**src/rtl/core/potential_phase_rotator_defines.svh**
```systemverilog
// Assertion macros for the potential phase rotator.
// No dependencies; each use expects signals named clock and reset in scope.
`ifndef POTENTIAL_PHASE_ROTATOR_DEFINES_SVH
`define POTENTIAL_PHASE_ROTATOR_DEFINES_SVH

// Same-cycle implication, disabled during reset.
`define PPR_ASSERT_NOW(label, ante, cons, msg) \
   label: assert property (@(posedge clock) disable iff (reset) (ante) |-> (cons)) \
      else $error(msg);

// Next-cycle implication, disabled during reset.
`define PPR_ASSERT_NEXT(label, ante, cons, msg) \
   label: assert property (@(posedge clock) disable iff (reset) (ante) |=> (cons)) \
      else $error(msg);

`endif

```
**src/rtl/core/ppr_pkg.sv**
```systemverilog
// Shared constants for the potential phase rotator: field widths, CORDIC
// arctangent table and gain compensation constant. No dependencies.
`timescale 1ns / 1ps

package ppr_pkg;

   localparam int POT_W         = 32;  // potential, signed Q16.16
   localparam int PHASE_W       = 32;  // phase scale, signed Q8.24
   localparam int ANGLE_W       = 32;  // angle in 2^-32 turn units
   localparam int ANGLE_LSB     = 8;   // angle bits sit at [39:8] of the product
   localparam int GUARD_BITS    = 12;  // extra fraction bits inside the rotator
   localparam int HEADROOM_BITS = 3;   // room for sqrt(2) and CORDIC gain growth
   localparam int Z_W           = 34;  // residual angle accumulator
   localparam int ATAN_W        = 30;
   localparam int ATAN_LEN      = 40;
   localparam int GAIN_W        = 32;
   localparam logic [GAIN_W-1:0] GAIN_INV = 32'd2608131496;  // 1/K * 2^32

   typedef logic [ATAN_W-1:0] atan_type;

   // atan(2^-i) / (2*pi) * 2^32, rounded to nearest
   localparam atan_type ATAN_TABLE [ATAN_LEN] = '{
      30'd536870912, 30'd316933406, 30'd167458907, 30'd85004756, 30'd42667331,
      30'd21354465,  30'd10679838,  30'd5340245,   30'd2670163,  30'd1335087,
      30'd667544,    30'd333772,    30'd166886,    30'd83443,    30'd41722,
      30'd20861,     30'd10430,     30'd5215,      30'd2608,     30'd1304,
      30'd652,       30'd326,       30'd163,       30'd81,       30'd41,
      30'd20,        30'd10,        30'd5,         30'd3,        30'd1,
      30'd1,         30'd0,         30'd0,         30'd0,        30'd0,
      30'd0,         30'd0,         30'd0,         30'd0,        30'd0
   };

endpackage

```
**src/rtl/core/ppr_angle.sv**
```systemverilog
// Front end of the rotator: angle multiply, then quarter-turn fold and
// extension of psi to the rotator width. Depends on ppr_pkg.
`timescale 1ns / 1ps

module ppr_angle #(
   parameter int DATA_WIDTH = 32,
   localparam int IW = DATA_WIDTH + ppr_pkg::GUARD_BITS + ppr_pkg::HEADROOM_BITS
) (
   input  logic                               clock,
   input  logic                               reset,
   input  logic signed [ppr_pkg::PHASE_W-1:0] phase_scale,
   input  logic                               up_valid,
   output logic                               up_ready,
   input  logic signed [ppr_pkg::POT_W-1:0]   potential,
   input  logic signed [DATA_WIDTH-1:0]       psi_real,
   input  logic signed [DATA_WIDTH-1:0]       psi_imag,
   output logic                               dn_valid,
   input  logic                               dn_ready,
   output logic signed [IW-1:0]               x_dn,
   output logic signed [IW-1:0]               y_dn,
   output logic signed [ppr_pkg::Z_W-1:0]     z_dn,
   output logic [1:0]                         occ
);
   import ppr_pkg::*;

   localparam int PROD_W = POT_W + PHASE_W;

   logic                         a_valid_ff, a_valid_in;
   logic [ANGLE_W-1:0]           ang_ff, ang_in;
   logic signed [DATA_WIDTH-1:0] re_ff, re_in, im_ff, im_in;
   logic                         b_valid_ff, b_valid_in;
   logic signed [IW-1:0]         x_ff, x_in, y_ff, y_in;
   logic signed [Z_W-1:0]        z_ff, z_in;
   logic                         a_ready, b_ready;
   logic signed [PROD_W-1:0]     prod;
   logic                         fold;
   logic [ANGLE_W-1:0]           ang_fold;
   logic signed [IW-1:0]         re_ext, im_ext;

   always_comb begin
      b_ready = !b_valid_ff || dn_ready;
      a_ready = !a_valid_ff || b_ready;

      // stage A: exact product, keep the fraction-of-turn window
      prod       = PROD_W'(potential) * PROD_W'(phase_scale);
      a_valid_in = a_ready ? up_valid : a_valid_ff;
      ang_in     = a_ready ? prod[ANGLE_LSB+ANGLE_W-1:ANGLE_LSB] : ang_ff;
      re_in      = a_ready ? psi_real : re_ff;
      im_in      = a_ready ? psi_imag : im_ff;

      // stage B: beyond a quarter turn, negate the vector and move half a turn
      fold       = ang_ff[ANGLE_W-1] ^ ang_ff[ANGLE_W-2];
      ang_fold   = {ang_ff[ANGLE_W-1] ^ fold, ang_ff[ANGLE_W-2:0]};
      re_ext     = IW'(re_ff) <<< GUARD_BITS;
      im_ext     = IW'(im_ff) <<< GUARD_BITS;
      b_valid_in = b_ready ? a_valid_ff : b_valid_ff;
      x_in       = b_ready ? (fold ? -re_ext : re_ext) : x_ff;
      y_in       = b_ready ? (fold ? -im_ext : im_ext) : y_ff;
      z_in       = b_ready ? Z_W'($signed(ang_fold)) : z_ff;
   end

   always_ff @(posedge clock) begin
      if (reset) begin
         a_valid_ff <= 1'b0;
         b_valid_ff <= 1'b0;
      end else begin
         a_valid_ff <= a_valid_in;
         b_valid_ff <= b_valid_in;
      end
   end

   always_ff @(posedge clock) begin
      ang_ff <= ang_in;
      re_ff  <= re_in;
      im_ff  <= im_in;
      x_ff   <= x_in;
      y_ff   <= y_in;
      z_ff   <= z_in;
   end

   assign up_ready = a_ready;
   assign dn_valid = b_valid_ff;
   assign x_dn     = x_ff;
   assign y_dn     = y_ff;
   assign z_dn     = z_ff;
   assign occ      = {b_valid_ff, a_valid_ff};

endmodule

```
**config.mk**
```make
export PLATFORM = sky130hd
export DESIGN_NAME = ppr_angle
export DESIGN_NICKNAME = d
export VERILOG_FILES = /design/src/rtl/core/potential_phase_rotator_defines.svh /design/src/rtl/core/ppr_pkg.sv /design/src/rtl/core/ppr_angle.sv
export SDC_FILE = /design/constraint.sdc
export NUM_CORES = 2
export LEC_CHECK = 0
export ABC_CLOCK_PERIOD_IN_PS = 6910
export BUFFER_PORTS_ARGS = -buffer_cell sky130_fd_sc_hd__buf_4
export CAP_MARGIN = 40
export CORE_MARGIN = 2
export CORE_UTILIZATION = 50
export DETAILED_ROUTE_END_ITERATION = 10
export GPL_TIMING_DRIVEN = 1
export PLACE_DENSITY = 0.7
export SLEW_MARGIN = 20
export SYNTH_ARGS = -nofsm -noshare
export SYNTH_HDL_FRONTEND = slang
export SYNTH_SLANG_ARGS = --single-unit
```
**constraint.sdc**
```tcl
create_clock -name clock -period 6.91 [get_ports clock]
set_clock_uncertainty 0.2 [all_clocks]
set_input_delay 0.3455 -clock clock [delete_from_list [all_inputs] [get_ports clock]]
set_output_delay 0.3455 -clock clock [all_outputs]
set_load 0.005 [all_outputs]
```
**Word level (Yosys, flattened, before mapping)**

Index checks and enable logic that the tools add are counted.

- Register bits after elaboration: 224
- Word-level logic and storage cells: 21

- Mux-type cells: 2
- $mul: 1
- Reduce and logical (&&, ||, !) cells: 4
- Add/subtract/negate cells: 2
- Bitwise operators: 2

Operator list:

| kind | number |
|---|---|
| 47-bit two-way mux | 2 |
| 44-bit negation with 47-bit output | 2 |
| 32-bit by 32-bit multiplier with 40-bit output | 1 |
| 1-bit logical NOT | 2 |
| 1-bit logical OR | 2 |
| 1-bit bitwise XOR | 2 |

**Depth between registers and ports, before layout**

- Depth after elaboration: 3
- Mapped depth: 26

**Worst setup path after synthesis**

OpenSTA, ideal clock, no wires.

- Path kind: input -> register
- From: input port potential[21] (netlist name)
- To: register ang_ff[30] (data pin)
- Arrival time: 6.655 ns
- Setup slack: -0.207 ns
- Library setup time: 0.262 ns
- Stages: 21
- Cells stage by stage: clkbuf_1 -> clkbuf_1 -> nand2_1 -> fa_1 -> fa_1 -> fa_1 -> fa_1 -> inv_1 -> fa_1 -> fa_1 -> fa_1 -> fa_1 -> ha_1 -> a21o_1 -> a21o_1 -> a21oi_1 -> o221ai_1 -> a311o_1 -> a31oi_1 -> o21bai_1 -> xor2_1

- Word-level cells in the longest chain between the ends: 1

Ends and longest elaborated chain:

| item | RTL line | source |
|---|---|---|
| start, declared | ppr_angle.sv:14 | `input logic signed [ppr_pkg::POT_W-1:0] potential,` |
| 32-bit by 32-bit multiplier with 40-bit output | ppr_angle.sv:45 | `prod = PROD_W'(potential) * PROD_W'(phase_scale);` |
| net prod[38] | ppr_angle.sv:35 | `logic signed [PROD_W-1:0] prod;` |
| end signal, assigned | ppr_angle.sv:73 | `ang_ff <= ang_in;` |
| end, declared | ppr_angle.sv:29 | `logic [ANGLE_W-1:0] ang_ff, ang_in;` |

The timed path passes the listed nets, and every way through them passes these cells.
A chain may end at the register's enable or synchronous reset.

**Final worst setup path**

- From: input port phase_scale[17] (netlist name)
- To: register ang_ff[31] (data pin)

- Word-level cells in the longest chain between the ends: 1

Ends and longest elaborated chain:

| item | RTL line | source |
|---|---|---|
| start, declared | ppr_angle.sv:11 | `input logic signed [ppr_pkg::PHASE_W-1:0] phase_scale,` |
| 32-bit by 32-bit multiplier with 40-bit output | ppr_angle.sv:45 |  |
| net prod[39] | ppr_angle.sv:35 |  |

The timed path passes the listed nets, and every way through them passes these cells.

==> results.cfg <==
[run_status]
run_status = completed

[detailed_routing]
drt_iter0_drc = 1293
routed_wl_um = 80500
drt-wirelength-per-cell_um = 19.2
ant_nets = 0
remaining_drcs = 0
detail_route.vias_per_cell = 5.15
vias = 21621
firstDrtPassIters = 5

[die]
area_enclosed_by_the_die_boundary_um2 = 63200
initial_core_util_pct = 50.6
floorplan.core_area_um2 = 60500
dieWidth_um = 251
die_height_um = 251
floorplan.rows = 90
design.portCount = 264

[global_routing]
grt_max_degree = 61
gr-usage-met2_pct = 46.9
global_routing_met3_resource_utilization_pct = 4.63
first_global_vias = 24190
grt_busiest_layer = met2
grt.overflow.total = 0
grt.met1_usage_pct = 32.8
grtUsageTotal_pct = 26.6
antenna_found_initial = 2
grt_first_pass_wirelength_um = 128000

[setup_path]
critical_path_required_ns = 6.95
crit_type = primary input to flip-flop
type_of_element_launching_the_critical_path = primary input
critical_path_slowest_stage_cell = sky130_fd_sc_hd__fa_2
cp_max_fo = 6
critPathCaptureType = flip-flop
slowest_delay_ns = 0.61
worst-endpoint-arrival_ns = 6.84

[sta]
grt_setup_unrepaired = yes
timing.slew.headroom_pct = 50.3
final_max_slew_viol_count = 0
layout_worst_path_cycle_share_pct = 98.4
tightest_slew_ns = 0.739
report.final.setup_viol = 0
hold_violations = 0
fin_setup_tns_ns = 0
fmax_mhz = 147
fin_crit_ns = 6.80

[cells_and_area]
mostFrequentLayoutCells = sky130_fd_sc_hd__inv_1 (655), sky130_fd_sc_hd__fa_1 (620), sky130_fd_sc_hd__buf_4 (454)
multi_input_comb_area_um2 = 21800
seqCellArea_um2 = 5990
net_total_in_the_final_layout = 4333
layout-drive-gt1-share_pct = 17.9
mostFrequentLayoutCell = sky130_fd_sc_hd__inv_1
syn2layout_area_growth_pct = 20.1
layout.filler_cells = 4909

[synth]
synth-edff-count = 198
postSynthRegisterBits = 200
ys_async_sr_fraction_pct = 0
synth-main-ff-cell = sky130_fd_sc_hd__edfxtp_1
synth.lib_cells_used.distinct = 49
ys.warnings.count = 0
seq_area_frac_synth_pct = 19.6
syn_area_per_cell_um2 = 10.4
postSynthCellCount = 2952
synth_area_um2 = 30600

[placed_design]
port_buffers = 239
place_congestion = 0.912
dp_hpwl_um = 66900

[clocking]
cts-root-to-sink-buffers = 2
clockRootBuffer = sky130_fd_sc_hd__clkbuf_16
cts.clk_slew.worst_paths_ns = 0.08
cts_made_buffers = 17
clkLatencyLatePin_ns = 0.49
clock-sinks = 200
cts.htree.levels = 4
cts_tree = done

[min_path]
min-delay-path-class = flip-flop to flip-flop

[run]
max_cap_violation_count = 0
## routing by layer
layer,wire (um),vias up
li1,-,9553
met1,31200,11166
met2,41400,758
met3,4960,142
met4,2910,2
met5,14,-
## timing repair
item | in CTS | in global routing
gates cloned | 0 | 1
hold buffers | 67 | 0
setup endpoints to repair | 3 | 10
setup buffers | 0 | 2
pin swaps | 3 | 41
hold endpoints to repair | 66 | 0
gates resized for setup | 11 | 94
## final cells by class
class                   instances  area share (%)
inverters                     661            6.76
multi-input cells            1949            59.3
clock inverters                15           0.654
repair buffers                573            13.2
well taps                     782            2.66
diodes                          1         0.00681
clock buffers                  17            1.16
flip-flops and latches        200            16.3
## cells by family after synthesis
kind of cell,count (synthesis),share of synthesized area (%)
adder cells (fa/ha/maj),799,48.4
buffers and inverters,826,10.5
AND/OR/NAND/NOR,860,14.8
XOR/XNOR,146,4.18
flip-flops,200,19.6
AO/OA/AOI/OAI,120,2.50
other,1,0.0123
## flip-flops by register name (all words and copies together) (netlist names)
signal / flops
re_ff: 32
a_valid_ff: 1
x_dn: 35
ang_ff: 32
z_dn: 32
y_dn: 35
im_ff: 32
dn_valid: 1
## worst paths after layout
path                                             end  slack [ns]            startpoint  cells past startpoint
worst max-delay path            ang_ff[31]$_DFFE_PP_        0.11       phase_scale[17]                     25
worst min-delay path              z_dn[29]$_DFFE_PP_        0.22  ang_ff[29]$_DFFE_PP_                      0
worst max register to register    x_dn[41]$_DFFE_PP_        3.53    re_ff[3]$_DFFE_PP_                      8
worst min register to register    z_dn[29]$_DFFE_PP_        0.22  ang_ff[29]$_DFFE_PP_                      0
## Yosys cell counts, drive strengths merged, types with 2 or more instances
cell       n  area (um2)
a2111oi    2        17.5
a211oi     2        15.0
a21o      10        75.1
a21oi     33         165
a221oi     2        17.5
a31oi      6        37.5
and2     450        2820
and3       4        25.0
buf       28         210
clkbuf   137         514
dfxtp      2        40.0
edfxtp   198        5950
fa       642       12900
ha       157        1960
inv      661        2480
nand2    322        1210
nand2b    10        62.6
nand3      2        10.0
nand4      3        18.8
nor2      28         105
nor2b     10        62.6
nor3      12        82.6
nor4       5        31.3
o211ai     4        30.0
o21a       2        15.0
o21ai     31         155
o21bai     2        15.0
o221ai     2        17.5
o31ai     12        90.1
o41ai      7        68.8
or3        2        12.5
or4        9        83.8
xnor2    105         920
xor2      41         359
## per-stage QoR
stage / std cells / hold WS, ns / util, % / area (um2) / worst slack [ns]
floorplan: 2975 / 0.200 / - / 30700 / 0.00176
global placement: 4092 / 0.203 / 57.7 / 34900 / -0.714
detailed placement: 4095 / 0.205 / 57.8 / 35000 / -0.802
CTS: 4194 / 0.226 / 60.1 / 36400 / 0.0101
global route: 4197 / 0.232 / 60.8 / 36800 / -0.0484
finish: 4198 / 0.224 / 60.8 / 36800 / 0.109
## critical path: cells and delay by family
| family | cells | cell delay, ns |
|---|---|---|
| buf+inv | 8 | 0.72 |
| simple gates | 1 | 0.13 |
| fa+ha+maj | 8 | 4.25 |
| xor+xnor | 8 | 1.37 |
Power is left out: the tool's default activity adds up to more than one toggle a clock period on the data nets, which glitch-free logic cannot reach.
