**src/rtl/core/potential_phase_rotator_defines.svh**
```systemverilog
// Assertion macros for the potential phase rotator.
// No dependencies; each use expects signals named clock and reset in scope.
`ifndef POTENTIAL_PHASE_ROTATOR_DEFINES_SVH
`define POTENTIAL_PHASE_ROTATOR_DEFINES_SVH

// Same-cycle implication, disabled during reset.
`define PPR_ASSERT_NOW(label, ante, cons, msg) \
   label: assert property (@(posedge clock) disable iff (reset) (ante) |-> (cons)) \
      else $error(msg);

// Next-cycle implication, disabled during reset.
`define PPR_ASSERT_NEXT(label, ante, cons, msg) \
   label: assert property (@(posedge clock) disable iff (reset) (ante) |=> (cons)) \
      else $error(msg);

`endif

```
**src/rtl/core/ppr_pkg.sv**
```systemverilog
// Shared constants for the potential phase rotator: field widths, CORDIC
// arctangent table and gain compensation constant. No dependencies.
`timescale 1ns / 1ps

package ppr_pkg;

   localparam int POT_W         = 32;  // potential, signed Q16.16
   localparam int PHASE_W       = 32;  // phase scale, signed Q8.24
   localparam int ANGLE_W       = 32;  // angle in 2^-32 turn units
   localparam int ANGLE_LSB     = 8;   // angle bits sit at [39:8] of the product
   localparam int GUARD_BITS    = 12;  // extra fraction bits inside the rotator
   localparam int HEADROOM_BITS = 3;   // room for sqrt(2) and CORDIC gain growth
   localparam int Z_W           = 34;  // residual angle accumulator
   localparam int ATAN_W        = 30;
   localparam int ATAN_LEN      = 40;
   localparam int GAIN_W        = 32;
   localparam logic [GAIN_W-1:0] GAIN_INV = 32'd2608131496;  // 1/K * 2^32

   typedef logic [ATAN_W-1:0] atan_type;

   // atan(2^-i) / (2*pi) * 2^32, rounded to nearest
   localparam atan_type ATAN_TABLE [ATAN_LEN] = '{
      30'd536870912, 30'd316933406, 30'd167458907, 30'd85004756, 30'd42667331,
      30'd21354465,  30'd10679838,  30'd5340245,   30'd2670163,  30'd1335087,
      30'd667544,    30'd333772,    30'd166886,    30'd83443,    30'd41722,
      30'd20861,     30'd10430,     30'd5215,      30'd2608,     30'd1304,
      30'd652,       30'd326,       30'd163,       30'd81,       30'd41,
      30'd20,        30'd10,        30'd5,         30'd3,        30'd1,
      30'd1,         30'd0,         30'd0,         30'd0,        30'd0,
      30'd0,         30'd0,         30'd0,         30'd0,        30'd0
   };

endpackage

```
**src/rtl/core/ppr_cordic_cell.sv**
```systemverilog
// One CORDIC rotation cell: a single micro-rotation by atan(2^-STAGE)
// with its own pipeline register. Depends on ppr_pkg.
`timescale 1ns / 1ps

module ppr_cordic_cell #(
   parameter int DATA_WIDTH = 32,
   parameter int STAGE = 0,
   localparam int IW = DATA_WIDTH + ppr_pkg::GUARD_BITS + ppr_pkg::HEADROOM_BITS
) (
   input  logic                           clock,
   input  logic                           reset,
   input  logic                           up_valid,
   output logic                           up_ready,
   input  logic signed [IW-1:0]           x_up,
   input  logic signed [IW-1:0]           y_up,
   input  logic signed [ppr_pkg::Z_W-1:0] z_up,
   output logic                           dn_valid,
   input  logic                           dn_ready,
   output logic signed [IW-1:0]           x_dn,
   output logic signed [IW-1:0]           y_dn,
   output logic signed [ppr_pkg::Z_W-1:0] z_dn
);
   import ppr_pkg::*;

   localparam logic signed [Z_W-1:0] ATAN_Z = Z_W'(ATAN_TABLE[STAGE]);

   logic                  valid_ff, valid_in;
   logic signed [IW-1:0]  x_ff, x_in, y_ff, y_in;
   logic signed [Z_W-1:0] z_ff, z_in;
   logic                  ready;
   logic signed [IW-1:0]  dx, dy;

   always_comb begin
      ready    = !valid_ff || dn_ready;
      dx       = y_up >>> STAGE;
      dy       = x_up >>> STAGE;
      valid_in = ready ? up_valid : valid_ff;
      x_in     = x_ff;
      y_in     = y_ff;
      z_in     = z_ff;
      if (ready) begin
         if (!z_up[Z_W-1]) begin
            x_in = x_up + dx;
            y_in = y_up - dy;
            z_in = z_up - ATAN_Z;
         end else begin
            x_in = x_up - dx;
            y_in = y_up + dy;
            z_in = z_up + ATAN_Z;
         end
      end
   end

   always_ff @(posedge clock) begin
      if (reset) begin
         valid_ff <= 1'b0;
      end else begin
         valid_ff <= valid_in;
      end
   end

   always_ff @(posedge clock) begin
      x_ff <= x_in;
      y_ff <= y_in;
      z_ff <= z_in;
   end

   assign up_ready = ready;
   assign dn_valid = valid_ff;
   assign x_dn     = x_ff;
   assign y_dn     = y_ff;
   assign z_dn     = z_ff;

endmodule

```
**config.mk**
```make
export PLATFORM = sky130hd
export DESIGN_NAME = ppr_cordic_cell
export DESIGN_NICKNAME = d
export VERILOG_FILES = /design/src/rtl/core/potential_phase_rotator_defines.svh /design/src/rtl/core/ppr_pkg.sv /design/src/rtl/core/ppr_cordic_cell.sv
export SDC_FILE = /design/constraint.sdc
export NUM_CORES = 1
export LEC_CHECK = 0
export BUFFER_PORTS_ARGS = -buffer_cell sky130_fd_sc_hd__buf_2
export CAP_MARGIN = 20
export CELL_PAD_IN_SITES_DETAIL_PLACEMENT = 1
export CELL_PAD_IN_SITES_GLOBAL_PLACEMENT = 1
export CORE_ASPECT_RATIO = 0.75
export CORE_MARGIN = 2
export CORE_UTILIZATION = 42
export CTS_CLUSTER_SIZE = 25
export DETAILED_ROUTE_END_ITERATION = 16
export GPL_TIMING_DRIVEN = 0
export PLACE_DENSITY = 0.88
export REMOVE_ABC_BUFFERS = 1
export SYNTH_ARGS = -nofsm -noshare
export SYNTH_HDL_FRONTEND = slang
export SYNTH_SLANG_ARGS = --single-unit
```
**constraint.sdc**
```tcl
create_clock -name clock -period 4.7 [get_ports clock]
set_input_delay 0.47 -clock clock [delete_from_list [all_inputs] [get_ports clock]]
set_output_delay 0.47 -clock clock [all_outputs]
set_load 0.02 [all_outputs]
```
### Word-level counts from Yosys, hierarchy flattened

Index checks and enable logic that the tools add are counted.

* word-level logic and storage cells: 14
* bits in registers: 129

* reduce and logical (&&, ||, !) cells: 2
* add/subtract/negate cells: 5
* multiplexer cells: 3

Operators with widths (number)
* $mux W47: 2
* $sub A47 B47 Y47: 2
* $add A47 B47 Y47: 1
* $add A34 B31 Y34 const B: 1
* $mux W34: 1
* $sub A34 B31 Y34 const B: 1
* $logic_not A1 Y1: 1
* $logic_or A1 B1 Y1: 1

### Longest topological paths before layout

* word-level depth: 2
* depth in mapped cells: 14
* depth with buffers taken out: 13

### Least setup slack after synthesis

No wires, ideal clock.

* path type: input-to-reg
* start point: input port dn_ready
* end point: register x_ff[0] (netlist: x_dn[0]) (enable)
* stages: 1
* setup time: 517 ps
* path slack: 490 ps
* arrival time: 3693 ps
* cell sequence: nand2b_1

* word-level cells in the longest chain between the ends: 1

RTL lines
* start, declared: line ppr_cordic_cell.sv:18 `input logic dn_ready,`
* $logic_or A1 B1 Y1: line ppr_cordic_cell.sv:34 `ready = !valid_ff || dn_ready;`
* end signal, assigned: line ppr_cordic_cell.sv:63 `x_ff <= x_in;`
* end, declared: line ppr_cordic_cell.sv:28 `logic signed [IW-1:0] x_ff, x_in, y_ff, y_in;`

Every way passes these cells.
A chain may end at the register's enable or synchronous reset.

### Worst setup path in the final report

* start point: input port x_up[13]
* end point: register x_ff[45] (netlist: x_dn[45]) (data pin)

* word-level cells in the longest chain between the ends: 2
* elaborated cells between the ends (all ways): 3
* those cells by class: 2 x add/sub; 1 x mux

RTL lines
* start, declared: line ppr_cordic_cell.sv:14 `input logic signed [IW-1:0] x_up,`
* $add A47 B47 Y47 / $sub A47 B47 Y47 (equally long branches): line ppr_cordic_cell.sv:43, ppr_cordic_cell.sv:47
* $mux W47 *: line ppr_cordic_cell.sv:42 `if (!z_up[Z_W-1]) begin`

Mark *: on every way between the ends. The rest lies on a longest branch, timed or not.

==> impl_summary.log <==
INFO  metric run_status = finished, final reports clean
INFO  metric power.clock.fraction = roughly 28%
INFO  metric cpMostUsedCell = sky130_fd_sc_hd__a2111oi_2
INFO  metric max_fanout_on_critical_path = 11
INFO  metric avgSynthCellArea = 8.62 um2
INFO  metric area_delta_synth_final = 17.2%
INFO  metric totalPowerFinal = around 0.0049 W
INFO  metric actual_transition_at_the_worst_max_transition_pin = 1.21 ns
INFO  metric yosysUniqueCellTypes = 91
INFO  metric numPortBuffers = ~260
INFO  metric fmaxAchievable = 240 MHz
INFO  metric worst_ir_drop_vdd = about 0.25 mV
INFO  metric timing.final.crit_period = between 4 and 5 ns
INFO  metric via_count_of_the_first_global_routing_pass = 12700
INFO  metric hold_path.class = input port to flop
INFO  metric yosys_most_used_dff = sky130_fd_sc_hd__edfxtp_1
INFO  metric insertedDiodeCount = 0
INFO  metric place_congestion = 0.945
INFO  metric final_max_slew_viol_count = 0
INFO  metric wirelength = 49.4 mm
INFO  metric cts_htree_levels = 4
INFO  metric power.density_cell_area = between 300 and 400 nW/um2
INFO  metric crit_chain = buf_2 -> inv_1 -> ha_1 -> clkinv_1 -> nand3_1 -> a2111oi_2 -> a2111oi_2 -> o221ai_2 -> a21oi_1 -> o211ai_2 -> a31oi_1 -> o22ai_1 -> xnor2_1
INFO  metric yosys_warnings = 0
INFO  metric critPathMaxStageDelay = about 0.55 ns
INFO  metric post_route_cells_drive_above_1_share = between 10% and 20%
INFO  metric core_area = between 20000 and 30000 um2
INFO  metric synth_sequential_area_ratio = between 30% and 40%
INFO  metric finalNonFillerCells = ~2100
INFO  metric detailroute.via_count = 12700
INFO  metric fp-row-count = 54
INFO  metric worst_ep_arrival_time = 4.40 ns
INFO  metric clkTransAtPathRegs = 0.08 ns
INFO  metric cts-resized-gates = 0
INFO  metric internal_power_component = 0.00287 W
INFO  metric setup_total_negative_slack = 0 ns
INFO  metric dieWidth = a little over 200 um
INFO  metric worstSetupStartpointType = input port
INFO  metric net_switching_power_figure = 0.00205 W
INFO  metric critical_path_class = input port to flop
INFO  metric layout.nets = 1973
INFO  metric synth.ff_latch_count = approximately 130
INFO  metric critical_path.endpoint_type = flop
INFO  metric netlist_area = between 10000 and 15000 um2
INFO  metric p_leak = between 6 and 7 nW
INFO  metric post_synth_inst_count = between 1000 and 1500
INFO  metric rsz0062_at_grt = false
INFO  metric worstSkewPairLatency = between 0.4 and 0.5 ns
INFO  metric drt-vias-per-instance = ~6.1
INFO  metric setup_viol = 0
INFO  metric firstDrtPassIters = 6
INFO  metric post_cts.repair.setup_buffers = 0
INFO  metric worst_slew_margin = between 10% and 20%
INFO  metric final_setup_skew = roughly 0.019 ns
INFO  metric fp.dieArea = between 30000 and 40000 um2
INFO  metric placedCellCount = approximately 2100
INFO  metric die_y = 154 um
INFO  metric cap_viol_max_count = 0
INFO  metric num-fill-cells = 3533
INFO  metric synth_enable_flop_cells = between 100 and 150
INFO  metric cts.root.buffer_cell = sky130_fd_sc_hd__clkbuf_16
INFO  metric place.detailed.hpwl = between 30 and 40 mm
INFO  metric tritoncts.num_buffers = 17
INFO  metric cts_sinks = ~130
INFO  metric grt_use_total = 31.1%
INFO  metric grt_antenna_before_repair = 0
INFO  metric layout.cells.most_common = sky130_fd_sc_hd__buf_2
INFO  metric most-common-layout-cells = sky130_fd_sc_hd__buf_2, sky130_fd_sc_hd__a21oi_1, sky130_fd_sc_hd__ha_1
INFO  metric final_hold_viol_count = 0
INFO  metric bufs_on_longest_clock_path = 2
INFO  metric post-route-drc-count = 0
INFO  metric initial_utilization = between 40 and 50%
INFO  metric grt-ovfl-total = 0
INFO  metric power.sequential.fraction = 32.3%
INFO  metric cts_tree = built
INFO  metric critical-path-slowest-cell = sky130_fd_sc_hd__a21oi_1
INFO  metric design.portCount = 262
INFO  metric combinationalPowerShare = slightly below 40%
INFO  metric grt_max_degree = 74
INFO  metric timing.critical_path.required = 4.94 ns
INFO  metric postRouteAntennaNets = 0
INFO  metric asyncSetResetFlopFracSynth = 0%
INFO  metric timing.final.crit_share = a little under 90%
INFO  metric first_iter_violations = 1215
INFO  metric grt_first_pass_wirelength = about 75 mm
INFO  metric power.share.switching = between 40% and 50%
INFO  metric post_drt_wl_per_cell = 23.7 um
INFO  metric hold_fix_buffers_cts = 0
==> routing by layer <==
layer  GRT usage (%)  up-vias  routed length (um)  part of all wire [%]
met5               0        -                   0                     0
met4            7.52        0                1060                   2.2
met3            7.08       83                4380                   8.9
met2            48.3      627               21800                    44
met1            43.7     6230               22200                    45
li1                -     5728                   -                     -
==> cells by family (layout without fill, tap and decap cells) <==
family / count (synthesis) / in the layout / synth area share [%]
adder cells (fa/ha/maj): 158 / 158 / 15.9
XOR/XNOR: 90 / 90 / 6.23
buffers and inverters: 217 / 445 / 6.76
multiplexers: 25 / 25 / 1.98
AO/OA/AOI/OAI: 522 / 522 / 26.5
flip-flops: 128 / 128 / 30.3
AND/OR/NAND/NOR: 328 / 328 / 12.3
==> power by group through the flow <==
stage | clock network [W] | registers (W) | logic, W
after floorplan | 0 | 0.00189 | 0.000910
after global placement | 0 | 0.00162 | 0.00185
after detailed placement | 0 | 0.00162 | 0.00190
after CTS | 0.00140 | 0.00160 | 0.00192
after global routing | 0.00143 | 0.00161 | 0.00208
final | 0.00138 | 0.00159 | 0.00195
==> Yosys cell counts (all sizes together) (4+ instances only) <==
cell type | instances | share of area, %
a21o | 28 | 1.7
or2 | 6 | 0.30
o31ai | 17 | 1.0
nor4 | 9 | 0.45
clkinv | 5 | 0.15
fa | 4 | 0.63
a21boi | 6 | 0.36
or3 | 4 | 0.20
o22ai | 6 | 0.30
inv | 144 | 4.3
a311o | 4 | 0.32
nand2b | 19 | 0.94
nor2b | 14 | 0.69
edfxtp | 127 | 30
nand3 | 21 | 0.83
clkbuf | 35 | 1.0
nand2 | 64 | 1.9
nor3 | 27 | 1.1
a21oi | 201 | 8.0
mux2i | 25 | 2.0
o21bai | 46 | 2.8
buf | 33 | 1.3
and2 | 6 | 0.30
a211oi | 12 | 0.79
nor2 | 121 | 3.6
a31oi | 19 | 0.99
xor2 | 6 | 0.42
o21a | 14 | 0.83
o21ai | 95 | 3.8
a211o | 5 | 0.35
xnor2 | 84 | 5.8
nand4 | 20 | 0.99
a2111oi | 9 | 0.78
ha | 154 | 15
o211ai | 14 | 0.87
a311oi | 4 | 0.38
o2111ai | 4 | 0.28
==> area by class of cell <==
cell class | count | area [um2] | area share [%]
Clock buffer | 17 | 425 | 2.87
Clock inverter | 15 | 163 | 1.10
Inverter | 149 | 559 | 3.77
Multi-Input combinational cell | 1123 | 7970 | 53.8
Sequential cell | 128 | 3830 | 25.9
Tap cell | 392 | 490 | 3.31
Timing Repair Buffer | 264 | 1380 | 9.34
==> worst max-delay path, delay by kind of cell <==
family,cells,cell delay [ns]
AO/OA/AOI/OAI,7,2.13
XOR/XNOR,1,0.37
adder cells (fa/ha/maj),1,0.54
buffers and inverters,3,0.63
AND/OR/NAND/NOR,1,0.25
==> path summary, 6_finish.rpt <==
kind                                from        to  slack, ns  cells past startpoint
worst min-delay path            z_up[28]  z_dn[28]       0.18                      1
worst min register to register  dn_valid   x_dn[7]       1.21                      1
worst max-delay path            x_up[13]  x_dn[45]       0.53                     13
worst max register to register  dn_valid  y_dn[39]       2.93                      2
==> state kept, by name, indices dropped and copies added, names as in the netlist <==
register,cells
z_dn,34
x_dn,47
dn_valid,1
y_dn,46
==> stage by stage <==
step | setup WS [ns] | utilization, % | area, um2 | hold WS [ns]
6_report | 0.532 | 50.6 | 14800 | 0.184
2_1_floorplan | 0.490 | - | 12400 | 0.539
5_1_grt | 0.449 | 50.6 | 14800 | 0.171
4_1_cts | 0.681 | 50.6 | 14800 | 0.172
3_3_place_gp | -1.55 | 48.3 | 14100 | 0.625
3_5_place_dp | 0.226 | 48.5 | 14200 | 0.649
Power figures use the tool's default switching activity.
