===== src/rtl/core/potential_phase_rotator_defines.svh =====
// Assertion macros for the potential phase rotator.
// No dependencies; each use expects signals named clock and reset in scope.
`ifndef POTENTIAL_PHASE_ROTATOR_DEFINES_SVH
`define POTENTIAL_PHASE_ROTATOR_DEFINES_SVH

// Same-cycle implication, disabled during reset.
`define PPR_ASSERT_NOW(label, ante, cons, msg) \
   label: assert property (@(posedge clock) disable iff (reset) (ante) |-> (cons)) \
      else $error(msg);

// Next-cycle implication, disabled during reset.
`define PPR_ASSERT_NEXT(label, ante, cons, msg) \
   label: assert property (@(posedge clock) disable iff (reset) (ante) |=> (cons)) \
      else $error(msg);

`endif


===== src/rtl/core/ppr_pkg.sv =====
// Shared constants for the potential phase rotator: field widths, CORDIC
// arctangent table and gain compensation constant. No dependencies.
`timescale 1ns / 1ps

package ppr_pkg;

   localparam int POT_W         = 32;  // potential, signed Q16.16
   localparam int PHASE_W       = 32;  // phase scale, signed Q8.24
   localparam int ANGLE_W       = 32;  // angle in 2^-32 turn units
   localparam int ANGLE_LSB     = 8;   // angle bits sit at [39:8] of the product
   localparam int GUARD_BITS    = 12;  // extra fraction bits inside the rotator
   localparam int HEADROOM_BITS = 3;   // room for sqrt(2) and CORDIC gain growth
   localparam int Z_W           = 34;  // residual angle accumulator
   localparam int ATAN_W        = 30;
   localparam int ATAN_LEN      = 40;
   localparam int GAIN_W        = 32;
   localparam logic [GAIN_W-1:0] GAIN_INV = 32'd2608131496;  // 1/K * 2^32

   typedef logic [ATAN_W-1:0] atan_type;

   // atan(2^-i) / (2*pi) * 2^32, rounded to nearest
   localparam atan_type ATAN_TABLE [ATAN_LEN] = '{
      30'd536870912, 30'd316933406, 30'd167458907, 30'd85004756, 30'd42667331,
      30'd21354465,  30'd10679838,  30'd5340245,   30'd2670163,  30'd1335087,
      30'd667544,    30'd333772,    30'd166886,    30'd83443,    30'd41722,
      30'd20861,     30'd10430,     30'd5215,      30'd2608,     30'd1304,
      30'd652,       30'd326,       30'd163,       30'd81,       30'd41,
      30'd20,        30'd10,        30'd5,         30'd3,        30'd1,
      30'd1,         30'd0,         30'd0,         30'd0,        30'd0,
      30'd0,         30'd0,         30'd0,         30'd0,        30'd0
   };

endpackage


===== src/rtl/core/ppr_gain.sv =====
// Back end of the rotator: gain compensation (magnitude times 1/K, truncated
// toward zero), then rounding and saturation to DATA_WIDTH. Depends on ppr_pkg.
`timescale 1ns / 1ps

module ppr_gain #(
   parameter int DATA_WIDTH = 32,
   localparam int IW = DATA_WIDTH + ppr_pkg::GUARD_BITS + ppr_pkg::HEADROOM_BITS
) (
   input  logic                         clock,
   input  logic                         reset,
   input  logic                         up_valid,
   output logic                         up_ready,
   input  logic signed [IW-1:0]         x_up,
   input  logic signed [IW-1:0]         y_up,
   output logic                         dn_valid,
   input  logic                         dn_ready,
   output logic signed [DATA_WIDTH-1:0] rotated_real,
   output logic signed [DATA_WIDTH-1:0] rotated_imag,
   output logic [3:0]                   occ
);
   import ppr_pkg::*;

   localparam int LANES = 2;
   localparam int MW    = (IW > GAIN_W) ? IW : GAIN_W + 1;  // magnitude width
   localparam int LP_W  = 2 * GAIN_W;
   localparam int RND_W = IW + 1;
   localparam logic signed [RND_W-1:0] RND_HALF = RND_W'(1) <<< (GUARD_BITS - 1);
   localparam logic signed [RND_W-1:0] SAT_HI =
      (RND_W'(1) <<< (DATA_WIDTH - 1)) - RND_W'(1);
   localparam logic signed [RND_W-1:0] SAT_LO = -SAT_HI - RND_W'(1);

   logic [3:0]                   valid_ff, valid_in;
   logic [3:0]                   ready;
   logic signed [IW-1:0]         lane_up   [LANES];
   logic [IW-1:0]                abs_u     [LANES];
   logic                         neg1_ff   [LANES], neg1_in [LANES];
   logic [MW-1:0]                mag1_ff   [LANES], mag1_in [LANES];
   logic                         neg2_ff   [LANES], neg2_in [LANES];
   logic [MW-1:0]                hi2_ff    [LANES], hi2_in  [LANES];
   logic [GAIN_W-1:0]            lo2_ff    [LANES], lo2_in  [LANES];
   logic [LP_W-1:0]              lo_prod   [LANES];
   logic [MW-1:0]                prod_sum  [LANES];
   logic signed [IW-1:0]         v3_ff     [LANES], v3_in   [LANES];
   logic signed [RND_W-1:0]      rnd       [LANES];
   logic signed [RND_W-1:0]      shifted   [LANES];
   logic signed [DATA_WIDTH-1:0] out_ff    [LANES], out_in  [LANES];

   assign lane_up[0] = x_up;
   assign lane_up[1] = y_up;

   always_comb begin
      ready[3] = !valid_ff[3] || dn_ready;
      ready[2] = !valid_ff[2] || ready[3];
      ready[1] = !valid_ff[1] || ready[2];
      ready[0] = !valid_ff[0] || ready[1];
      valid_in[0] = ready[0] ? up_valid    : valid_ff[0];
      valid_in[1] = ready[1] ? valid_ff[0] : valid_ff[1];
      valid_in[2] = ready[2] ? valid_ff[1] : valid_ff[2];
      valid_in[3] = ready[3] ? valid_ff[2] : valid_ff[3];

      for (int i = 0; i < LANES; i++) begin
         // sign and magnitude
         abs_u[i]   = lane_up[i][IW-1] ? IW'(-lane_up[i]) : lane_up[i];
         neg1_in[i] = ready[0] ? lane_up[i][IW-1] : neg1_ff[i];
         mag1_in[i] = ready[0] ? MW'(abs_u[i]) : mag1_ff[i];

         // two partial products of magnitude * 1/K
         lo_prod[i] = LP_W'(mag1_ff[i][GAIN_W-1:0]) * LP_W'(GAIN_INV);
         neg2_in[i] = ready[1] ? neg1_ff[i] : neg2_ff[i];
         hi2_in[i]  = ready[1] ? MW'(mag1_ff[i][MW-1:GAIN_W]) * MW'(GAIN_INV)
                               : hi2_ff[i];
         lo2_in[i]  = ready[1] ? lo_prod[i][LP_W-1:GAIN_W] : lo2_ff[i];

         // combine and restore the sign
         prod_sum[i] = hi2_ff[i] + MW'(lo2_ff[i]);
         v3_in[i]    = ready[2] ? (neg2_ff[i] ? -$signed(IW'(prod_sum[i]))
                                              : $signed(IW'(prod_sum[i])))
                                : v3_ff[i];

         // round half up, drop guard bits, saturate
         rnd[i]     = RND_W'(v3_ff[i]) + RND_HALF;
         shifted[i] = rnd[i] >>> GUARD_BITS;
         out_in[i]  = out_ff[i];
         if (ready[3]) begin
            priority if (shifted[i] > SAT_HI) begin
               out_in[i] = SAT_HI[DATA_WIDTH-1:0];
            end else if (shifted[i] < SAT_LO) begin
               out_in[i] = SAT_LO[DATA_WIDTH-1:0];
            end else begin
               out_in[i] = shifted[i][DATA_WIDTH-1:0];
            end
         end
      end
   end

   always_ff @(posedge clock) begin
      if (reset) begin
         valid_ff <= '0;
      end else begin
         valid_ff <= valid_in;
      end
   end

   always_ff @(posedge clock) begin
      for (int i = 0; i < LANES; i++) begin
         neg1_ff[i] <= neg1_in[i];
         mag1_ff[i] <= mag1_in[i];
         neg2_ff[i] <= neg2_in[i];
         hi2_ff[i]  <= hi2_in[i];
         lo2_ff[i]  <= lo2_in[i];
         v3_ff[i]   <= v3_in[i];
         out_ff[i]  <= out_in[i];
      end
   end

   assign up_ready     = ready[0];
   assign dn_valid     = valid_ff[3];
   assign rotated_real = out_ff[0];
   assign rotated_imag = out_ff[1];
   assign occ          = valid_ff;

endmodule


===== config.mk =====
export PLATFORM = sky130hd
export DESIGN_NAME = ppr_gain
export DESIGN_NICKNAME = d
export VERILOG_FILES = /design/src/rtl/core/potential_phase_rotator_defines.svh /design/src/rtl/core/ppr_pkg.sv /design/src/rtl/core/ppr_gain.sv
export SDC_FILE = /design/constraint.sdc
export NUM_CORES = 2
export LEC_CHECK = 0
export BUFFER_PORTS_ARGS = -buffer_cell sky130_fd_sc_hd__buf_2
export CAP_MARGIN = 10
export CORE_MARGIN = 5
export CORE_UTILIZATION = 56
export DETAILED_ROUTE_END_ITERATION = 7
export GPL_ROUTABILITY_DRIVEN = 0
export GPL_TIMING_DRIVEN = 0
export PLACE_DENSITY = 0.74
export SKIP_CTS_REPAIR_TIMING = 1
export SYNTH_ARGS = -nofsm -noshare
export SYNTH_HDL_FRONTEND = slang
export SYNTH_SLANG_ARGS = --single-unit

===== constraint.sdc =====
create_clock -name clock -period 7.35 [get_ports clock]
set_clock_uncertainty 0.05 [all_clocks]
set_input_delay 0.735 -clock clock [delete_from_list [all_inputs] [get_ports clock]]
set_output_delay 0.735 -clock clock [all_outputs]
set_load 0.01 [all_outputs]

# Yosys cells after proc, flatten, opt, wreduce, memory -nomap -nowiden
# Memory sizes are Yosys's and may differ from the RTL's.
# Cells that the tools add are included.
# Widths: inputs -> output; s select.
# word_totals
reg_bits,4
latch_bits,0
mem_bits_rw,414
romBits,0
elab_cells,57
memories,7
# classes
add_sub_neg,8
n_mul,4
n_div,0
n_lt_le_gt_ge,4
n_eq_ne,0
shift,0
mux,22
bitwise_logic,0
reduce_logical,8
# memory_table
memory,words,word_bits,rd,rd_clocked_by_memory_dff,wr,line_no,source
hi2_ff,2,47,2,0,2,ppr_gain.sv:39,"logic [MW-1:0] hi2_ff [LANES], hi2_in [LANES];"
mag1_ff,2,47,2,0,2,ppr_gain.sv:37,"logic [MW-1:0] mag1_ff [LANES], mag1_in [LANES];"
v3_ff,2,47,2,0,2,ppr_gain.sv:43,"logic signed [IW-1:0] v3_ff [LANES], v3_in [LANES];"
lo2_ff,2,32,2,0,2,ppr_gain.sv:40,"logic [GAIN_W-1:0] lo2_ff [LANES], lo2_in [LANES];"
out_ff,2,32,2,0,2,ppr_gain.sv:46,"logic signed [DATA_WIDTH-1:0] out_ff [LANES], out_in [LANES];"
neg1_ff,2,1,2,0,2,ppr_gain.sv:36,"logic neg1_ff [LANES], neg1_in [LANES];"
1 more memories,--,--,--,--,--,--,
# op_table
op,count
$mux 47,10
$mux 32,8
$neg 47->47,4
$mul 32x29->61 const B,2
$add 47x13->48 const B,2
$add 47x32->47,2
$mul 15x29->44 const B,2
$gt 36x32->1 const B,2
$lt 36x32->1 const B,2
$logic_not 1->1,4
$logic_or 1x1->1,4
$mux 1,4

# Logic depth before layout (Yosys ltp)
# logic_depth
ltp_word,6
ltp_mapped,27
mapped_depth_nobuf,27

# Worst setup path after synthesis
# No wires, ideal clock.
# synth_path
path_type,register to register
from,memory mag1_ff[0][60] (netlist bit)
to,"memory lo2_ff[1][29], in the netlist lo2_ff[0][61] (data pin)"
setup_ns,0.258
arrival_ns,7.266
required_ns,7.042
setup_slack_ns,-0.224
stages_incl_launch_ff,25
cell_sequence,edfxtp_1 -> ha_1 -> fa_1 -> inv_1 -> fa_1 -> fa_1 -> inv_1 -> fa_1 -> fa_1 -> fa_1 -> inv_1 -> fa_1 -> inv_1 -> ha_1 -> a21o_1 -> a211o_1 -> a2111oi_0 -> a2111oi_0 -> o21a_1 -> o211ai_1 -> a211oi_1 -> o21ai_0 -> o21ai_1 -> o31a_1 -> xor2_1
# synth_lines
item,line_no
from (decl),ppr_gain.sv:37
to (decl),ppr_gain.sv:40

==> results.yml <==
die:
  core-area_sq_um: 125000
  die_area_sq_um: 133000
  rows: 130
  die_w_microns: 364
  fp.dieH_microns: 364
  initial_core_util_pct: 56.2
  ios: 168
cts:
  clk_pin_slew_ns: 0.06
  clock_path_buffers: 3
  clk_latency_ns: 0.66
  ctsRootBufferMaster: "clkbuf_16"
  cts_tree: "done"
  cts_max_level: 2
  clock_sinks: 390
  cts_made_buffers: 49
synthesis:
  ys_top_cells_by_count: "inv_1 (1912), fa_1 (1252), ha_1 (1050)"
  synth_edf_count: 386
  synth_seq_area_share_pct: 16.6
  avgSynthCellArea_sq_um: 10.5
  synth_seq_cells: 390
  synth_fp_nets: 9107
  syn_area_sq_um: 70400
  synthDistinctLibCells: 91
  yosysMostFrequentCell: "inv_1"
  synthArstFlopShare_pct: 0
  yosys-top-cells-area: "fa_1 (36%), ha_1 (19%), edfxtp_1 (16%)"
  syn_inst: 6707
  ys_warn_count: 0
  synth_top_area_share_pct: 35.6
  synthFlopType: "edfxtp_1"
  synth_area_leader_cell: "fa_1"
sta:
  worst_pin_slew_ns: 1.28
  fin_tns_setup_ns: -12.19
  final-max-slew-violation-count: 0
  setup-violations-final: 40
  clock.fmax_mhz: 123
  whs_ns: 0.246
  slew_headroom_pct: 14.6
  fin_ws_ns: -0.752
  fin_crit_ns: 8.10
  rsz0062_at_grt: "true"
  hold_violations: 0
  finalCritPeriodShare_pct: 110
placed_design:
  place_ws_ns: -2.26
  postPlaceCellArea_sq_um: 73500
  portBuffers: 167
  dp_hpwl_microns: 146000
drt:
  drt_iter0_drc: 3163
  wl_per_cell_microns: 19.8
  drt-vias-per-instance: 5.49
  vias: 48800
  final_antenna_net_count: 0
  drc: 0
  drt_wl_total_microns: 176000
  dr.pass1.iters: 7
global_route:
  grtUsageTotal_pct: 26.3
  grt_pass1_wl_microns: 272000
  grt_pass1_vias: 50900
  grt_overflow: 0
  antenna_found_initial: 8
  grt_max_degree: 79
layout:
  drive_above_1_share_pct: 10.3
  fillers: 9783
  finalNetCount: 9587
  area_growth_pct: 11.2
  fin_area_sq_um: 78200
critical_path:
  critPathArrivalTime_ns: 8.42
  end_kind: "flip-flop"
  start_kind: "flip-flop"
  worst-path-max-fanout: 4
  crit_type: "reg2reg"
  critPathRequiredTime_ns: 7.67
job:
  cap_violations: 0
status:
  violations: "negative setup slack"
  outcome: "finished with violations"
hold_path:
  hp-class: "in2reg"
==> cells in the final DEF, fill, tap and decap left out, types with 68 or more instances in the layout <==
master,instances
a21o_1,107
a21oi_1,161
buf_2,170
buf_4,228
clkbuf_1,68
edfxtp_1,386
fa_1,1236
ha_1,1019
inv_1,1870
nand2_1,194
nand3_1,106
nor2_1,143
o21ai_0,166
xnor2_1,283
xor2_1,111
==> area by class of cell <==
class / instances / area (sq um) / share of cell area [%]
Clock inverter: 34 / 427 / 0.545
Inverter: 1914 / 7260 / 9.28
Clock buffer: 57 / 1260 / 1.61
Multi-Input combinational cell: 4337 / 52300 / 66.8
Antenna cell: 1 / 2.50 / 0.00320
Timing Repair Buffer: 429 / 3030 / 3.87
Sequential cell: 390 / 11700 / 14.9
Tap cell: 1650 / 2060 / 2.64
Buffer: 66 / 255 / 0.326
==> critical path, stage by stage (launching register included) <==
cell and delay (ns):
edfxtp_1 0.50, buf_6 0.17, ha_4 0.24, fa_1 0.55, inv_1 0.08, fa_1 0.46
fa_1 0.51, inv_1 0.05, fa_1 0.57, fa_1 0.48, fa_1 0.51, inv_1 0.05
fa_1 0.47, inv_1 0.05, ha_1 0.30, a21o_1 0.17, a211o_4 0.17, buf_4 0.14
o22ai_4 0.12, a2111oi_4 0.46, o21a_2 0.25, o211ai_1 0.10, buf_4 0.18, a211oi_4 0.37
o211ai_1 0.20, o211ai_1 0.28, a31oi_1 0.14, xnor2_1 0.16
==> metal layers <==
layer / wire, microns / vias to the layer above / track usage, %
met4: 7150 / 2 / 9.25
met5: 12 / - / 0
met2: 83100 / 1506 / 43.0
met1: 74500 / 24600 / 36.0
li1: - / 22300 / -
met3: 11100 / 382 / 4.16
==> logic make-up after synthesis <==
group / synth area share, %
adders and majority gates: 54.3
buffers and inverters: 10.6
and+or+nand+nor: 6.26
AOI/OAI and AO/OA: 7.06
xor gates and xnor gates: 5.08
DFF: 16.6
muxes: 0.148
==> flip-flops by register name, indices dropped and copies added (netlist names) <==
register,count
hi2_ff,88
neg1_ff,2
v3_ff,72
neg2_ff,2
out_ff,64
lo2_ff,64
mag1_ff,94
occ,4
==> path summary, 6_finish.rpt <==
kind,startpoint,to,slack [ns],depth (start not counted)
worst max-delay path,mag1_ff[0][62]$_DFFE_PP_,lo2_ff[0][63]$_DFFE_PP_,-0.75,27
worst min-delay path,up_valid,occ[0]$_SDFFE_PP0P_,0.25,3
worst max register to register,mag1_ff[0][62]$_DFFE_PP_,lo2_ff[0][63]$_DFFE_PP_,-0.75,27
worst min register to register,neg1_ff[0][0]$_DFFE_PP_,neg2_ff[0][0]$_DFFE_PP_,0.42,0
==> metrics by stage <==
step           std cells  util, %
2_1_floorplan       6707        -
3_3_place_gp        8524     58.6
3_5_place_dp        8529     58.7
4_1_cts             8620     60.0
5_1_grt             8877     62.5
6_report            8878     62.5
Power is left out: the tool's default activity adds up to more than one toggle a clock period on the data nets, which glitch-free logic cannot reach.
